===== src/hw/rtl/banked_interrupt_controller_assert.svh =====
// Assertion macros used by the interrupt controller RTL.
`ifndef BANKED_INTERRUPT_CONTROLLER_ASSERT_SVH
`define BANKED_INTERRUPT_CONTROLLER_ASSERT_SVH

// The consequent must hold in the same cycle as the antecedent.
`define BIC_ASSERT_SAME(lbl, clk, rstn, ante, cons, msg) \
    lbl: assert property (@(posedge clk) disable iff (!(rstn)) (ante) |-> (cons)) \
        else $error(msg);

// The consequent must hold in the cycle after the antecedent.
`define BIC_ASSERT_NEXT(lbl, clk, rstn, ante, cons, msg) \
    lbl: assert property (@(posedge clk) disable iff (!(rstn)) (ante) |=> (cons)) \
        else $error(msg);

`endif


===== src/hw/rtl/bic_pkg.sv =====
// Shared constants, types and helper functions of the banked interrupt controller.
package bic_pkg;

    localparam int SOURCE_COUNT_DEFAULT = 72;
    localparam int BANK_WIDTH           = 32;
    localparam int BASIC_BASE           = 64;
    localparam int ACTIVE_WIDTH         = 7;
    localparam int OUT_TDATA_WIDTH      = 40;

    localparam logic [1:0] CMD_SAMPLE = 2'd0;
    localparam logic [1:0] CMD_READ   = 2'd1;
    localparam logic [1:0] CMD_WRITE  = 2'd2;

    localparam logic [3:0] REG_PEND_BASIC = 4'd0;
    localparam logic [3:0] REG_PEND_BANK1 = 4'd1;
    localparam logic [3:0] REG_PEND_BANK2 = 4'd2;
    localparam logic [3:0] REG_FIQ_CTRL   = 4'd3;
    localparam logic [3:0] REG_EN_BANK1   = 4'd4;
    localparam logic [3:0] REG_EN_BANK2   = 4'd5;
    localparam logic [3:0] REG_EN_BASIC   = 4'd6;
    localparam logic [3:0] REG_DIS_BANK1  = 4'd7;
    localparam logic [3:0] REG_DIS_BANK2  = 4'd8;
    localparam logic [3:0] REG_DIS_BASIC  = 4'd9;

    // Bank selector placed above the bit index in active_source.
    localparam logic [1:0] BANK_SEL_1     = 2'd0;
    localparam logic [1:0] BANK_SEL_2     = 2'd1;
    localparam logic [1:0] BANK_SEL_BASIC = 2'd2;

    typedef logic [BANK_WIDTH-1:0] word_t;

    // Index of the lowest set bit, zero when no bit is set.
    function automatic logic [4:0] lowest_set(input word_t v);
        logic [4:0] r;
        r = '0;
        for (int i = BANK_WIDTH - 1; i >= 0; i--) begin
            if (v[i]) begin
                r = 5'(i);
            end
        end
        return r;
    endfunction

endpackage


===== src/hw/rtl/banked_interrupt_controller.sv =====
// Banked interrupt controller: enable registers, pending logic and priority encoder.
//
// Each slave-side transaction carries a sample of all source levels and may
// also carry a register access (sample only, read, or write). Writing ones to
// an enable register sets enable bits; writing ones to a disable register
// clears them. A source is pending when its level and its enable bit are both
// high. Each input transaction yields exactly one master-side transaction with
// the read data, the request line and the lowest-numbered pending source; a
// write takes effect before the request and active source are formed.
// A transaction passes from the input register into the result register, which
// drives m_tvalid. Throughput is one transaction per cycle while m_tready stays
// high, set by the single pass through the enable update and the 32-bit priority
// encoders. When the receiver stalls, the result register holds, the input
// register fills, and s_tready drops until m_tready returns.
// Reset clears all enables and both valid flags.
module banked_interrupt_controller #(
    parameter int SOURCE_COUNT = bic_pkg::SOURCE_COUNT_DEFAULT,
    parameter int BASIC_BITS   = SOURCE_COUNT - bic_pkg::BASIC_BASE,
    parameter int IN_TDATA_WIDTH = ((6 + 3 * bic_pkg::BANK_WIDTH + BASIC_BITS + 7) / 8) * 8
) (
    input  logic                                aclk,
    input  logic                                aresetn,
    input  logic                                s_tvalid,
    output logic                                s_tready,
    // Fields from bit 0: command[2], reg_index[4], write_data[32],
    // sources_bank1[32], sources_bank2[32], sources_basic[BASIC_BITS], zero fill.
    input  logic [IN_TDATA_WIDTH-1:0]           s_tdata,
    output logic                                m_tvalid,
    input  logic                                m_tready,
    // Fields from bit 0: read_data[32], irq_request[1], active_source[7].
    output logic [bic_pkg::OUT_TDATA_WIDTH-1:0] m_tdata
);
    import bic_pkg::*;

    `include "banked_interrupt_controller_assert.svh"

    localparam int DATA_LSB  = 6;
    localparam int LV1_LSB   = DATA_LSB + BANK_WIDTH;
    localparam int LV2_LSB   = LV1_LSB + BANK_WIDTH;
    localparam int LVB_LSB   = LV2_LSB + BANK_WIDTH;

    // Input register.
    logic                  in_valid_reg;
    logic [1:0]            cmd_reg;
    logic [3:0]            idx_reg;
    word_t                 data_reg;
    word_t                 lv1_reg;
    word_t                 lv2_reg;
    logic [BASIC_BITS-1:0] lvb_reg;

    // Enable state.
    word_t                 en1_reg, en1_next;
    word_t                 en2_reg, en2_next;
    logic [BASIC_BITS-1:0] enb_reg, enb_next;

    // Result register.
    logic                  out_valid_reg;
    word_t                 rd_reg, rd_next;
    logic                  irq_reg, irq_next;
    logic [ACTIVE_WIDTH-1:0] act_reg, act_next;

    logic                  advance;
    logic                  out_free;
    word_t                 p1, p2;
    logic [BASIC_BITS-1:0] pb;
    word_t                 pb_word;

    assign out_free = !out_valid_reg || m_tready;
    assign advance  = in_valid_reg && out_free;
    assign s_tready = !in_valid_reg || out_free;

    always_ff @(posedge aclk) begin
        if (!aresetn) begin
            in_valid_reg <= 1'b0;
        end else if (s_tready) begin
            in_valid_reg <= s_tvalid;
        end
    end

    always_ff @(posedge aclk) begin
        if (s_tready && s_tvalid) begin
            cmd_reg  <= s_tdata[1:0];
            idx_reg  <= s_tdata[5:2];
            data_reg <= s_tdata[DATA_LSB +: BANK_WIDTH];
            lv1_reg  <= s_tdata[LV1_LSB +: BANK_WIDTH];
            lv2_reg  <= s_tdata[LV2_LSB +: BANK_WIDTH];
            lvb_reg  <= s_tdata[LVB_LSB +: BASIC_BITS];
        end
    end

    // Register read uses the enables as they stand before this transaction.
    always_comb begin
        rd_next = '0;
        if (cmd_reg == CMD_READ) begin
            case (idx_reg)
                REG_PEND_BASIC:              rd_next = BANK_WIDTH'(lvb_reg & enb_reg);
                REG_PEND_BANK1:              rd_next = lv1_reg & en1_reg;
                REG_PEND_BANK2:              rd_next = lv2_reg & en2_reg;
                REG_EN_BANK1, REG_DIS_BANK1: rd_next = en1_reg;
                REG_EN_BANK2, REG_DIS_BANK2: rd_next = en2_reg;
                REG_EN_BASIC, REG_DIS_BASIC: rd_next = BANK_WIDTH'(enb_reg);
                default:                     rd_next = '0;
            endcase
        end
    end

    always_comb begin
        en1_next = en1_reg;
        en2_next = en2_reg;
        enb_next = enb_reg;
        if (cmd_reg == CMD_WRITE) begin
            case (idx_reg)
                REG_EN_BANK1:  en1_next = en1_reg | data_reg;
                REG_EN_BANK2:  en2_next = en2_reg | data_reg;
                REG_EN_BASIC:  enb_next = enb_reg | data_reg[BASIC_BITS-1:0];
                REG_DIS_BANK1: en1_next = en1_reg & ~data_reg;
                REG_DIS_BANK2: en2_next = en2_reg & ~data_reg;
                REG_DIS_BASIC: enb_next = enb_reg & ~data_reg[BASIC_BITS-1:0];
                default: begin
                end
            endcase
        end
    end

    // Pending bits and priority: bank 1 first, then bank 2, then basic.
    always_comb begin
        p1       = lv1_reg & en1_next;
        p2       = lv2_reg & en2_next;
        pb       = lvb_reg & enb_next;
        pb_word  = BANK_WIDTH'(pb);
        irq_next = 1'b1;
        if (p1 != '0) begin
            act_next = {BANK_SEL_1, lowest_set(p1)};
        end else if (p2 != '0) begin
            act_next = {BANK_SEL_2, lowest_set(p2)};
        end else if (pb_word != '0) begin
            act_next = {BANK_SEL_BASIC, lowest_set(pb_word)};
        end else begin
            irq_next = 1'b0;
            act_next = '0;
        end
    end

    always_ff @(posedge aclk) begin
        if (!aresetn) begin
            en1_reg       <= '0;
            en2_reg       <= '0;
            enb_reg       <= '0;
            out_valid_reg <= 1'b0;
        end else begin
            if (advance) begin
                en1_reg <= en1_next;
                en2_reg <= en2_next;
                enb_reg <= enb_next;
            end
            if (out_free) begin
                out_valid_reg <= in_valid_reg;
            end
        end
    end

    always_ff @(posedge aclk) begin
        if (advance) begin
            rd_reg  <= rd_next;
            irq_reg <= irq_next;
            act_reg <= act_next;
        end
    end

    assign m_tvalid = out_valid_reg;
    assign m_tdata  = {act_reg, irq_reg, rd_reg};

    `BIC_ASSERT_SAME(a_idle_active_zero, aclk, aresetn, m_tvalid && !irq_reg, act_reg == '0,
        "active source nonzero without a request")
    `BIC_ASSERT_SAME(a_active_in_range, aclk, aresetn, m_tvalid && irq_reg,
        act_reg < ACTIVE_WIDTH'(SOURCE_COUNT), "active source beyond the source count")
    `BIC_ASSERT_NEXT(a_enables_hold, aclk, aresetn, !advance,
        $stable(en1_reg) && $stable(en2_reg) && $stable(enb_reg),
        "enable state changed without a transaction moving to the output")
    `BIC_ASSERT_SAME(a_full_blocks_input, aclk, aresetn, in_valid_reg && m_tvalid && !m_tready,
        !s_tready, "input accepted while both stages are full and stalled")

endmodule


===== config.mk =====
export PLATFORM = sky130hd
export DESIGN_NAME = banked_interrupt_controller
export DESIGN_NICKNAME = d
export VERILOG_FILES = /design/src/hw/rtl/bic_pkg.sv /design/src/hw/rtl/banked_interrupt_controller.sv
export VERILOG_INCLUDE_DIRS = /design/src /design/src/hw/rtl
export SDC_FILE = /design/constraint.sdc
export NUM_CORES = 1
export LEC_CHECK = 0
export BUFFER_PORTS_ARGS = -buffer_cell sky130_fd_sc_hd__buf_2
export CAP_MARGIN = 20
export CORE_AREA = 2 2 152 154
export CTS_CLUSTER_SIZE = 30
export DETAILED_ROUTE_END_ITERATION = 6
export DIE_AREA = 0 0 154 156
export PLACE_DENSITY = 0.75
export SLEW_MARGIN = 40
export SYNTH_ARGS = -nofsm -noshare
export SYNTH_HDL_FRONTEND = slang
export SYNTH_SLANG_ARGS = --single-unit

===== constraint.sdc =====
create_clock -name aclk -period 3.62 [get_ports aclk]
set_clock_uncertainty 0.2 [all_clocks]
set_input_delay 0.543 -clock aclk [delete_from_list [all_inputs] [get_ports aclk]]
set_output_delay 0.543 -clock aclk [all_outputs]
set_load 0.01 [all_outputs]

# Yosys cells after proc, flatten, opt, wreduce, memory -nomap -nowiden
# Index checks and enable logic that the tools add are counted.
[word_totals]
ff_bits = 224
input_bits = 116
out_inout_bits = 42
wordCells = 137
[op_classes]
n_eq_ne = 10
muxes = 83
bitwise = 14
reduce_logical = 14
[ops]
columns = ["cell", "count"]
rows = [
  ["5-bit two-way mux", 72],
  ["32-bit AND", 6],
  ["32-bit case mux with 6 select lines", 1],
  ["32-bit case mux with 2 select lines", 2],
  ["32-bit two-way mux", 2],
  ["32-bit OR", 2],
  ["32-bit nonzero test", 2],
  ["32-bit NOT", 1],
  ["8-bit AND", 3],
  ["4-bit by 3-bit == test with 1-bit output (second input constant)", 4],
  ["8-bit case mux with 2 select lines", 1],
  ["4-bit == test (second input constant)", 2],
  ["8-bit two-way mux", 1],
  ["8-bit NOT", 1],
  ["8-bit OR", 1],
  ["8-bit nonzero test", 1],
  ["2-bit OR reduction", 4],
  ["7-bit two-way mux", 1],
  ["6-bit two-way mux", 1],
  ["4-bit by 1-bit == test with 1-bit output (second input constant)", 1],
  ["4-bit by 2-bit == test with 1-bit output (second input constant)", 1],
  ["4-bit zero test", 1],
  ["3-bit two-way mux", 1],
  ["2-bit by 1-bit == test with 1-bit output (second input constant)", 1],
  ["5 further kinds", 8],
]

# Longest topological paths before layout
[depth]
ltp_word = 39
depth_mapped = 11
depth_no_buf = 8

# Least setup slack after synthesis
# No wires, ideal clock.
[synth_path]
kind = "input to register"
start = "input port m_tready"
end = "register cmd_reg[0] (enable)"
setup_ns = 0.482
t_arrival_ns = 3.297
required_time_ns = 2.938
setup_slack_ns = -0.360
stages = 3
n_path_buf = 0
cell_sequence = "nor2b_1 -> nand2_1 -> and2_1"
[synth_via]
elab_chain_cells = 3
[synth_lines]
columns = ["element", "line", "source"]
rows = [
  ["start, declared", "banked_interrupt_controller.sv:29", "input logic m_tready,"],
  ["1-bit logical OR", "banked_interrupt_controller.sv:68", "assign out_free = !out_valid_reg || m_tready;"],
  ["1-bit logical OR", "banked_interrupt_controller.sv:70", "assign s_tready = !in_valid_reg || out_free;"],
  ["named net s_tready", "banked_interrupt_controller.sv:24", "output logic s_tready,"],
  ["1-bit logical AND", "banked_interrupt_controller.sv:81", "if (s_tready && s_tvalid) begin"],
  ["end signal, assigned", "banked_interrupt_controller.sv:82", "cmd_reg <= s_tdata[1:0];"],
  ["end, declared", "banked_interrupt_controller.sv:44", "logic [1:0] cmd_reg;"],
]
# The timed path passes the listed nets, and every way through them passes these cells.
# A chain may end at the register's enable or synchronous reset.

# Final worst setup path
[layout_path]
start = "register idx_reg[3]"
end = "register act_reg[2] (data pin)"
[layout_via]
elab_chain_cells = 38
elab_cells_between_ends = 93
classes_between = "eq/ne: 6; mux: 81; bitwise: 3; reduce/logical: 3"
[layout_lines]
columns = ["element", "line", "source"]
rows = [
  ["start, declared", "banked_interrupt_controller.sv:45", "logic [3:0] idx_reg;"],
  ["start signal, assigned", "banked_interrupt_controller.sv:83", "idx_reg <= s_tdata[5:2];"],
  ["4-bit == test or 4-bit by 3-bit == test with 1-bit output (tied branches)", "banked_interrupt_controller.sv:112", "case (idx_reg)"],
  ["32-bit case mux with 2 select lines", "banked_interrupt_controller.sv:112", ""],
  ["32-bit two-way mux", "banked_interrupt_controller.sv:111", "if (cmd_reg == CMD_WRITE) begin"],
  ["32-bit AND", "banked_interrupt_controller.sv:128", "p2 = lv2_reg & en2_next;"],
  ["5-bit two-way mux (32 in a row)", "bic_pkg.sv:37", "if (v[i]) begin"],
  ["6-bit two-way mux", "banked_interrupt_controller.sv:134", "end else if (p2 != '0) begin"],
  ["5-bit two-way mux *", "banked_interrupt_controller.sv:132", "if (p1 != '0) begin"],
  ["named net act_next[2]", "banked_interrupt_controller.sv:60", "logic [ACTIVE_WIDTH-1:0] act_reg, act_next;"],
  ["end signal, assigned", "banked_interrupt_controller.sv:166", "act_reg <= act_next;"],
  ["end, declared", "banked_interrupt_controller.sv:60", ""],
]
# The timed path passes the listed nets; every way through them passes the cells marked *.

==> run metrics <==
max incr delay on CP=0.58 ns; Core Area=about 22000 µm²; register cell area after layout=approximately 6000 µm²; cell area after synthesis=around 11000 µm²; DRT Pass-1 Iters=6; Syn Nets=between 1000 and 1500; CTS tree=yes; CP max FO=37; Yosys reg bits=224; post-route cell area=14800 µm²; sequential share of the synthesized area=0.524; Via density=slightly below 6; crit path DAT=roughly 3.6 ns; Max Cap Viol=0; worst skew pair latency=roughly 0.53 ns; Period minus WS final=roughly 3.6 ns; Root Driver=clkbuf_16; top cell type's share of synthesized area=0.394; final hold vios=0; Slowest-stage cell, CP=or4b_1; fraction of layout cells with a size suffix above 1=0.192; total CTS buffers=25; DR vias=around 11000; Inserted Diodes=0; initial drt markers=roughly 1100; largest net degree at the start of global routing=75; Pwr Density=roughly 420 nW/µm²; internal power=0.00481 W; DP HPWL=approximately 22 mm; starting density of the core=0.511; I/O Buffers=~160; critical path class=reg2reg; Post-Synthesis Cells=1205; multi-input combinational cell area=5110 µm²; area post-placement=between 10000 and 15000 µm²; Worst setup EP type=flip-flop; share of total power in combinational logic=0.088; Slew @ Worst Pin=around 0.7 ns; Max transition margin=0.522; GRT Residual Overflow=0; die height=about 160 µm; count of cell types in the netlist=65; most common cell after layout, fill and taps aside=o21ai_0; Synth Flop Type=edfxtp_1; commonest non-fill, non-tap cells in the layout=182 x o21ai_0, 172 x nand2_1, 154 x buf_2, 150 x edfxtp_1, 109 x dlygate4sd3_1; Clk pin slew, worst setup/hold paths=roughly 0.070 ns; Sw Share=0.228; Pwr Total=0.00624 W; status=complete, no violations; Critical Path RT=3.64 ns; EDFF count, synth=150; area grow syn2layout=29.9%; mean area per synthesized cell=roughly 9.5 µm²; critical-path cell list=buf_4, or4b_1, buf_12, nor2_1, o21ai_0, nand4_1, o21ai_1, a21bo_1, a2111oi_0, o211ai_1; YS warnings=0; CP Launch Type=flip-flop; GRT Util Overall=0.283; Layout Nets=between 1500 and 2000; fin crit share=0.984; Filler cells=approximately 1700; Setup violations, final=0; H-tree levels=1; # DRC=0; worst min path class=in2reg; Clock Tree Buf Depth=3; sequential power share=0.466; VDD IR max=~0.37 mV; drt wl/cell=slightly below 20 µm; fmax=281 MHz; Synth area leaders=edfxtp_1 39%, dfxtp_1 13%, o21ai_0 8.0%; clock sinks=approximately 220; unrepaired setup endpoints after global routing=yes; Psw=0.00143 W; Synth async-reset ratio=0; die footprint=around 24000 µm²; area leader, netlist=edfxtp_1; Post-Route WL=34.8 mm; chip width=between 150 and 200 µm; Clk pwr share=0.445; Slew Viols, Final=0; Final ANT Viol Nets=0; first-pass GRT wire length=between 50 and 60 mm; Leak=5.68 nW; vias in the first global route=~10000; placer congestion estimate=slightly above 0.9; Ports=158; Site Rows=55; initial antenna violation count=0
cells in the mapped netlist, types with 5 or more instances:
cell / n
a21boi_1: 27
a211oi_1: 6
nor2b_1: 12
nand3b_1: 35
buf_4: 6
and2_1: 60
dfxtp_1: 74
nand4_1: 7
buf_2: 12
nand2_1: 172
a31oi_1: 5
a22oi_1: 28
nand2b_1: 8
o21a_1: 52
a21boi_0: 29
nor2_1: 89
edfxtp_1: 150
clkbuf_1: 48
o21ai_0: 183
buf_1: 8
a221oi_1: 5
o211ai_1: 6
nand3_1: 68
o21ai_1: 22
a21oi_1: 17
worst max-delay path, delay by kind of cell (launching register included):
family	cells	cell delay, ns
compound gates	5	1.33
simple gates	3	0.87
flops	1	0.42
buf+inv	2	0.40
stage by stage:
stage          setup TNS, ns  utilization  hold slack (ns)  cells  setup slack, ns
6_report                   0        0.663           0.0230   1790           0.0593
5_1_grt              -0.0122        0.663          0.00620   1790          -0.0122
4_1_cts                    0        0.663          0.00345   1790            0.162
3_5_place_dp               0        0.574            0.286   1635            0.182
3_3_place_gp               0        0.574            0.278   1635            0.257
2_1_floorplan              0            -            0.260   1205            0.244
power by group through the flow:
| stage | Clock [W] | Combinational [W] | Sequential (W) |
|---|---|---|---|
| CTS | 0.00279 | 0.000534 | 0.00291 |
| global route | 0.00289 | 0.000587 | 0.00292 |
| finish | 0.00278 | 0.000551 | 0.00291 |
| global placement | 0 | 0.000434 | 0.00296 |
| floorplan | 0 | 0.000228 | 0.00295 |
| detailed placement | 0 | 0.000442 | 0.00296 |
final timing paths:
kind / slack, ns / to / startpoint / cells after the start
setup / recovery: 0.06 / act_reg[2]$_DFFE_PP_ / idx_reg[3]$_DFFE_PP_ / 10
hold / removal: 0.02 / data_reg[10]$_DFFE_PP_ / s_tdata[16] / 1
hold reg to reg: 0.29 / enb_reg[0]$_SDFFE_PN0P_ / enb_reg[0]$_SDFFE_PN0P_ / 2
setup reg to reg: 0.06 / act_reg[2]$_DFFE_PP_ / idx_reg[3]$_DFFE_PP_ / 10
timing repair:
item                                    CTS  global route
hold buffers                            109             0
endpoints found under the hold margin   109             0
gates resized for setup                   0             2
endpoints found under the setup margin    0             4
buffers inserted                          0             0
cell families after synthesis:
logic type	count (synthesis)	synth area share
AND/OR/NAND/NOR	496	0.225
AO/OA/AOI/OAI	404	0.219
buffers and inverters	81	0.0319
flip-flops	224	0.524
layer usage:
metal | track usage | part of all wire | wire length [µm]
met4 | 0.0970 | 0.032 | 1120
met3 | 0.0450 | 0.087 | 3040
met1 | 0.379 | 0.41 | 14300
met5 | 0 | 0 | 0
met2 | 0.472 | 0.47 | 16300
cell type report:
class / count / share of cell area
clock buffers: 30 / 0.0441
clock inverters: 16 / 0.0164
inverters: 4 / 0.00101
multi-input cells: 900 / 0.344
flip-flops and latches: 224 / 0.403
well taps: 285 / 0.0240
repair buffers: 331 / 0.167
No activity file was read; power rests on OpenSTA's default activity.
